<file path="src/hw/rtl/hcd_pkg.sv">
// Shared types, constants and character helpers for the chunked body decoder.
package hcd_pkg;

  localparam int SIZE_BITS_DEFAULT = 32;

  localparam logic [2:0] PH_WS      = 3'd0;
  localparam logic [2:0] PH_DIGITS  = 3'd1;
  localparam logic [2:0] PH_EXT     = 3'd2;
  localparam logic [2:0] PH_DATA    = 3'd3;
  localparam logic [2:0] PH_TRAILCR = 3'd4;
  localparam logic [2:0] PH_TRAILLF = 3'd5;
  localparam logic [2:0] PH_STOP    = 3'd6;

  localparam logic [1:0] CAUSE_ZERO_SIZE = 2'd0;
  localparam logic [1:0] CAUSE_EXHAUSTED = 2'd1;
  localparam logic [1:0] CAUSE_NO_DIGIT  = 2'd2;

  localparam logic [7:0] CHAR_LF = 8'h0A;
  localparam logic [7:0] CHAR_CR = 8'h0D;

  typedef struct packed {
    logic [7:0] body_byte;
    logic       body_last;
  } in_item_t;

  typedef struct packed {
    logic [7:0] payload_byte;
    logic       has_byte;
    logic       body_end;
    logic [1:0] end_cause;
  } out_item_t;

  typedef struct packed {
    logic       ok;
    logic [3:0] val;
  } hex_digit_t;

  function automatic hex_digit_t hex_decode(input logic [7:0] b);
    hex_digit_t h;
    h.ok  = 1'b1;
    h.val = 4'd0;
    if (b >= 8'h30 && b <= 8'h39) begin
      h.val = 4'(b - 8'h30);
    end else if (b >= 8'h61 && b <= 8'h66) begin
      h.val = 4'(b - 8'h57);
    end else if (b >= 8'h41 && b <= 8'h46) begin
      h.val = 4'(b - 8'h37);
    end else begin
      h.ok = 1'b0;
    end
    return h;
  endfunction

  function automatic logic is_space(input logic [7:0] b);
    return (b == 8'h20) || (b >= 8'h09 && b <= 8'h0D);
  endfunction

endpackage

</file>
<file path="src/hw/rtl/hcd_step.sv">
// Per-item parse step: next phase, next count and the result for one byte.
module hcd_step #(
  parameter int SIZE_BITS = hcd_pkg::SIZE_BITS_DEFAULT
) (
  input  hcd_pkg::in_item_t      item,
  input  logic [2:0]             phase,
  input  logic [SIZE_BITS-1:0]   count,
  output logic [2:0]             phase_nxt,
  output logic [SIZE_BITS-1:0]   count_nxt,
  output logic                   res_valid,
  output hcd_pkg::out_item_t     res
);

  always_comb begin
    logic [2:0]           ph;
    logic [SIZE_BITS-1:0] cnt;
    logic                 consumed;
    logic                 ws_in_size;
    logic                 has;
    logic                 ended;
    logic                 line_done;
    logic [1:0]           cause;
    hcd_pkg::hex_digit_t  hd;

    ph         = phase;
    cnt        = count;
    consumed   = 1'b0;
    ws_in_size = 1'b0;
    has        = 1'b0;
    ended      = 1'b0;
    line_done  = 1'b0;
    cause      = hcd_pkg::CAUSE_ZERO_SIZE;
    hd         = hcd_pkg::hex_decode(item.body_byte);

    if (ph == hcd_pkg::PH_TRAILCR) begin
      ph = hcd_pkg::PH_TRAILLF;
      if (item.body_byte == hcd_pkg::CHAR_CR) consumed = 1'b1;
    end
    if (!consumed && ph == hcd_pkg::PH_TRAILLF) begin
      ph = hcd_pkg::PH_WS;
      if (item.body_byte == hcd_pkg::CHAR_LF) consumed = 1'b1;
    end

    if (!consumed) begin
      unique case (ph)
        hcd_pkg::PH_WS: begin
          if (hd.ok) begin
            cnt = {{(SIZE_BITS-4){1'b0}}, hd.val};
            ph  = hcd_pkg::PH_DIGITS;
          end else if (hcd_pkg::is_space(item.body_byte)) begin
            ws_in_size = 1'b1;
          end else begin
            ended = 1'b1;
            cause = hcd_pkg::CAUSE_NO_DIGIT;
          end
        end
        hcd_pkg::PH_DIGITS: begin
          if (hd.ok) begin
            if (|cnt[SIZE_BITS-1:SIZE_BITS-4]) begin
              cnt = '1;
            end else begin
              cnt = {cnt[SIZE_BITS-5:0], hd.val};
            end
          end else if (item.body_byte == hcd_pkg::CHAR_LF) begin
            line_done = 1'b1;
          end else begin
            ph = hcd_pkg::PH_EXT;
          end
        end
        hcd_pkg::PH_EXT: begin
          if (item.body_byte == hcd_pkg::CHAR_LF) line_done = 1'b1;
        end
        hcd_pkg::PH_DATA: begin
          has = 1'b1;
          cnt = cnt - SIZE_BITS'(1);
          if (cnt == '0) ph = hcd_pkg::PH_TRAILCR;
        end
        default: begin
          ph = hcd_pkg::PH_STOP;
        end
      endcase
    end

    if (line_done) begin
      if (cnt == '0) begin
        ended = 1'b1;
        cause = hcd_pkg::CAUSE_ZERO_SIZE;
      end else begin
        ph = hcd_pkg::PH_DATA;
      end
    end

    if (item.body_last && !ended && ph != hcd_pkg::PH_STOP) begin
      ended = 1'b1;
      if (ph == hcd_pkg::PH_WS) begin
        cause = ws_in_size ? hcd_pkg::CAUSE_NO_DIGIT : hcd_pkg::CAUSE_EXHAUSTED;
      end else if ((ph == hcd_pkg::PH_DIGITS || ph == hcd_pkg::PH_EXT) && cnt == '0) begin
        cause = hcd_pkg::CAUSE_ZERO_SIZE;
      end else begin
        cause = hcd_pkg::CAUSE_EXHAUSTED;
      end
    end

    if (item.body_last) begin
      ph  = hcd_pkg::PH_WS;
      cnt = '0;
    end else if (ended) begin
      ph  = hcd_pkg::PH_STOP;
      cnt = '0;
    end

    phase_nxt        = ph;
    count_nxt        = cnt;
    res_valid        = has || ended;
    res.payload_byte = has ? item.body_byte : 8'd0;
    res.has_byte     = has;
    res.body_end     = ended;
    res.end_cause    = ended ? cause : hcd_pkg::CAUSE_ZERO_SIZE;
  end

endmodule

</file>
<file path="src/hw/rtl/http_chunked_body_decoder.sv">
// An accepted item is parsed from the input register and its result registered onto out_data.
// One item per cycle unless out_stall holds a result: one parse step, two registers.
// Items that produce no result are absorbed without any output handshake.
// Reset (rst_n low, synchronous) empties both registers and returns the parser to
// whitespace skipping before a chunk size, with the count cleared.
// Top level of the chunked body decoder: input register, parse state and result register.
module http_chunked_body_decoder #(
  parameter int SIZE_BITS = hcd_pkg::SIZE_BITS_DEFAULT
) (
  input  logic               clk,
  input  logic               rst_n,
  input  logic               in_valid,
  output logic               in_stall,
  input  hcd_pkg::in_item_t  in_data,
  output logic               out_valid,
  input  logic               out_stall,
  output hcd_pkg::out_item_t out_data
);

  logic                 in_valid_r;
  hcd_pkg::in_item_t    in_data_r;
  logic [2:0]           phase_r;
  logic [SIZE_BITS-1:0] count_r;
  logic                 out_valid_r;
  hcd_pkg::out_item_t   out_data_r;

  logic [2:0]           phase_nxt;
  logic [SIZE_BITS-1:0] count_nxt;
  logic                 res_valid;
  hcd_pkg::out_item_t   res;
  logic                 out_free;
  logic                 fire;

  assign out_free  = !out_valid_r || !out_stall;
  assign fire      = in_valid_r && out_free;
  assign in_stall  = in_valid_r && !out_free;
  assign out_valid = out_valid_r;
  assign out_data  = out_data_r;

  hcd_step #(
    .SIZE_BITS(SIZE_BITS)
  ) u_step (
    .item      (in_data_r),
    .phase     (phase_r),
    .count     (count_r),
    .phase_nxt (phase_nxt),
    .count_nxt (count_nxt),
    .res_valid (res_valid),
    .res       (res)
  );

  always_ff @(posedge clk) begin
    if (!rst_n) begin
      in_valid_r <= 1'b0;
    end else if (!in_stall) begin
      in_valid_r <= in_valid;
    end
  end

  always_ff @(posedge clk) begin
    if (!in_stall && in_valid) begin
      in_data_r <= in_data;
    end
  end

  always_ff @(posedge clk) begin
    if (!rst_n) begin
      phase_r <= hcd_pkg::PH_WS;
      count_r <= '0;
    end else if (fire) begin
      phase_r <= phase_nxt;
      count_r <= count_nxt;
    end
  end

  always_ff @(posedge clk) begin
    if (!rst_n) begin
      out_valid_r <= 1'b0;
    end else if (out_free) begin
      out_valid_r <= fire && res_valid;
    end
  end

  always_ff @(posedge clk) begin
    if (fire && res_valid) begin
      out_data_r <= res;
    end
  end

endmodule
</file>
<file path="config.mk">
export PLATFORM = sky130hd
export DESIGN_NAME = http_chunked_body_decoder
export DESIGN_NICKNAME = d
export VERILOG_FILES = /design/src/hw/rtl/hcd_pkg.sv /design/src/hw/rtl/hcd_step.sv /design/src/hw/rtl/http_chunked_body_decoder.sv
export SDC_FILE = /design/constraint.sdc
export NUM_CORES = 1
export LEC_CHECK = 0
export BUFFER_PORTS_ARGS = -buffer_cell sky130_fd_sc_hd__buf_4
export CAP_MARGIN = 10
export CORE_MARGIN = 2
export CORE_UTILIZATION = 26
export DETAILED_ROUTE_END_ITERATION = 10
export HOLD_SLACK_MARGIN = 0.08
export PLACE_DENSITY_LB_ADDON = 0.15
export SYNTH_ARGS = -nofsm -noshare
export SYNTH_HDL_FRONTEND = slang
export SYNTH_SLANG_ARGS = --single-unit
</file>
<file path="constraint.sdc">
create_clock -name clk -period 5.3 [get_ports clk]
set_input_delay 0.53 -clock clk [delete_from_list [all_inputs] [get_ports clk]]
set_output_delay 0.53 -clock clk [all_outputs]
set_load 0.05 [all_outputs]
</file>
==> results.yml <==
die:
  core_area_um2: 18100
  chipHeight_um: 140
  start_util_pct: 26.7
  io_pins: 27
  dieWidth_um: 140
  rows: 49
  dieArea_um2: 19700
layout:
  fillerInstances: 1927
  multi_input_area_um2: 3160
  seqCellArea_um2: 1370
  diodes: 0
  layout_common_cells: "nand2_1, nor2_1, buf_4"
  nNetsFinal: 642
  stdcell_count: 857
  final_layout_size_suffix_gt1_share_pct: 13.7
  syn2layout_area_growth_pct: 14.8
  layout_commonest_cell: "nand2_1"
  stdcell_area_um2: 5550
critical_path:
  end_kind: "flop"
  crit_chain: "inv_1 -> ha_1 -> inv_1 -> o311ai_2 -> nand2_1 -> a21oi_1 -> o22ai_1 -> or4_1 -> or4_4 -> o21a_1 -> a21oi_1 -> buf_4"
  critPathKind: "reg -> reg"
  slowest_stage: "o311ai_2"
  crit_start: "in_data_r[1]"
  critPathTopFamily: "simple AND/OR/NAND/NOR gates"
  critPathBufInv: 3
  rr_startpoint: "in_data_r[1]"
  cpPeakStageDelay_ns: 0.88
  rr_worst_depth: 12
  path_depth: 12
  cp_max_fo: 13
  cp-start-kind: "flop"
  critical_path_required_ns: 5.35
  critical_path_arrival_ns: 4.88
hold_path:
  min_path_type: "in -> reg"
  hold_start: "in_data[8]"
  whs_path_depth: 1
power:
  peakVddDrop_v: 0.000133
  powerDensity_nw_per_um2: 247
  p_leak_nw: 2.00
routing:
  vias: 5341
  drc: 0
  antenna_left: 0
  drt_iter0_drc: 753
  avgViaCountPerCell: 6.23
  first_pass_iters: 6
  wl_per_cell_um: 23.3
  wl_mm: 19.9
synthesis:
  synth-async-reset-ratio_pct: 0
  syn_inst: 629
  synth_top_family_by_area: "simple AND/OR/NAND/NOR gates"
  synth_compound_area_share_pct: 28.7
  synthMuxAreaShare_pct: 0.854
  synth_edf_count: 21
  syn_area_um2: 4830
  synthSimpleGateAreaFrac_pct: 30.4
  yosysSeqAreaShare_pct: 28.4
  avgSynthCellArea_um2: 7.69
  ys.flop_type: "dfxtp_1"
  synth_nets: 648
  synthAdderAreaFrac_pct: 1.55
  ys_seq_elements: 58
  synth_xor_area_share_pct: 3.62
  synth_cell_types: 81
  yosysWarningCount: 0
timing:
  max_freq_mhz: 207
  relSlewSlack_pct: 24.1
  post-route-period-util_pct: 91.1
  finalSetupTns_ns: 0
  worst_pin_slew_ns: 1.13
  final.setup_skew_ns: 0.0111
  rsz0062_at_grt: "false"
  finalCriticalPeriod_ns: 4.83
  slew_viol_final: 0
  setup_viol: 0
  hold_violations: 0
job:
  maxCapViolations: 0
clocking:
  insertion_delay_ns: 0.36
  cts_hold_buf: 0
  cts-root-buf: "clkbuf_16"
  cts_tree: "done"
  path_clk_slew_ns: 0.06
  cts_buffers: 9
  numClockSinks: 58
  cts_resized: 0
  clock_path_buffers: 2
  cts_max_level: 3
  postCtsSetupBuffers: 0
global_routing:
  first_global_vias: 4978
  grt_max_degree: 36
  overflow: 0
  grt_pass1_wl_mm: 30.4
  antenna_found_initial: 0
  grt_usage_pct: 20.2
outcome:
  status: "completed"
placed_design:
  port_buffers: 26
  hpwl_mm: 14.0
  gp_congestion: 1.01
  dpl.cell_count: 841
  dpl_cell_area_um2: 5200
==> layout make-up <==
type,count,share of cell area (%)
multi-input combinational,498,56.9
sequential,58,24.7
timing repair buffer,47,6.36
tap,229,5.16
clock buffer,9,4.06
clock inverter,7,2.25
inverter,9,0.609
==> worst reg2reg max path, stage by stage, from the launching register on <==
cell	delay (ns)
edfxtp_1	0.48
inv_1	0.15
ha_1	0.22
inv_1	0.09
o311ai_2	0.88
nand2_1	0.71
a21oi_1	0.30
o22ai_1	0.12
or4_1	0.42
or4_4	0.57
o21a_1	0.22
a21oi_1	0.15
buf_4	0.22
==> flip-flops by register name, indices dropped and copies added, names as in the netlist <==
register    cells
in_data_r       9
in_valid_r      1
out_valid       1
phase_r         3
out_data       12
count_r        32
==> final timing paths <==
| path | endpoint | slack [ns] |
|---|---|---|
| min reg2reg | count_r[29] | 0.60 |
| min | in_data_r[8] | 0.35 |
| max | out_data[4] | 0.47 |
| max reg2reg | out_data[4] | 0.47 |
==> report_power, final <==
group          switching, W  total [W]  internal, W
Clock              0.000251   0.000715     0.000464
Sequential        0.0000143   0.000487     0.000473
Combinational      0.000114   0.000168    0.0000536
Total              0.000379    0.00137     0.000991
==> per-stage QoR <==
step	hold slack (ns)	setup WS [ns]	total power [W]	utilization, %
2_1_floorplan	0.500	0.775	0.000601	-
3_3_place_gp	0.572	0.661	0.000661	28.8
3_5_place_dp	0.574	0.597	0.000661	28.8
4_1_cts	0.338	0.576	0.00138	30.7
5_1_grt	0.336	0.209	0.00141	30.7
6_report	0.346	0.472	0.00137	30.7
==> cells by family after synthesis <==
| logic type | count (synthesis) |
|---|---|
| adders and majority gates | 6 |
| buffers and inverters | 73 |
| DFF | 58 |
| xor gates and xnor gates | 20 |
| and+or+nand+nor | 269 |
| AOI/OAI and AO/OA | 199 |
| muxes | 4 |
==> cell usage after synthesis (all sizes together), types with 11 or more instances <==
library cell  instances  area share (%)
o21ai                42             4.3
clkbuf               46             3.6
xnor2                12             2.2
nor3                 26             2.8
nand2                62             5.0
o211ai               11             1.8
nor2                 58             4.5
nand4                19             2.5
a32o                 13             2.7
buf                  18             2.3
dfxtp                37              15
a21oi                40             4.2
nor4                 22             3.4
nand3                14             1.4
edfxtp               21              13
o22ai                13             1.7
==> per-layer routing <==
layer	vias to the layer above	global-route usage, %	wire, µm
li1	2392	-	-
met1	2588	26.6	8690
met2	289	31.3	8810
met3	72	5.16	1580
met4	0	8.45	857
met5	-	0	0
No activity file was read; power rests on OpenSTA's default activity.
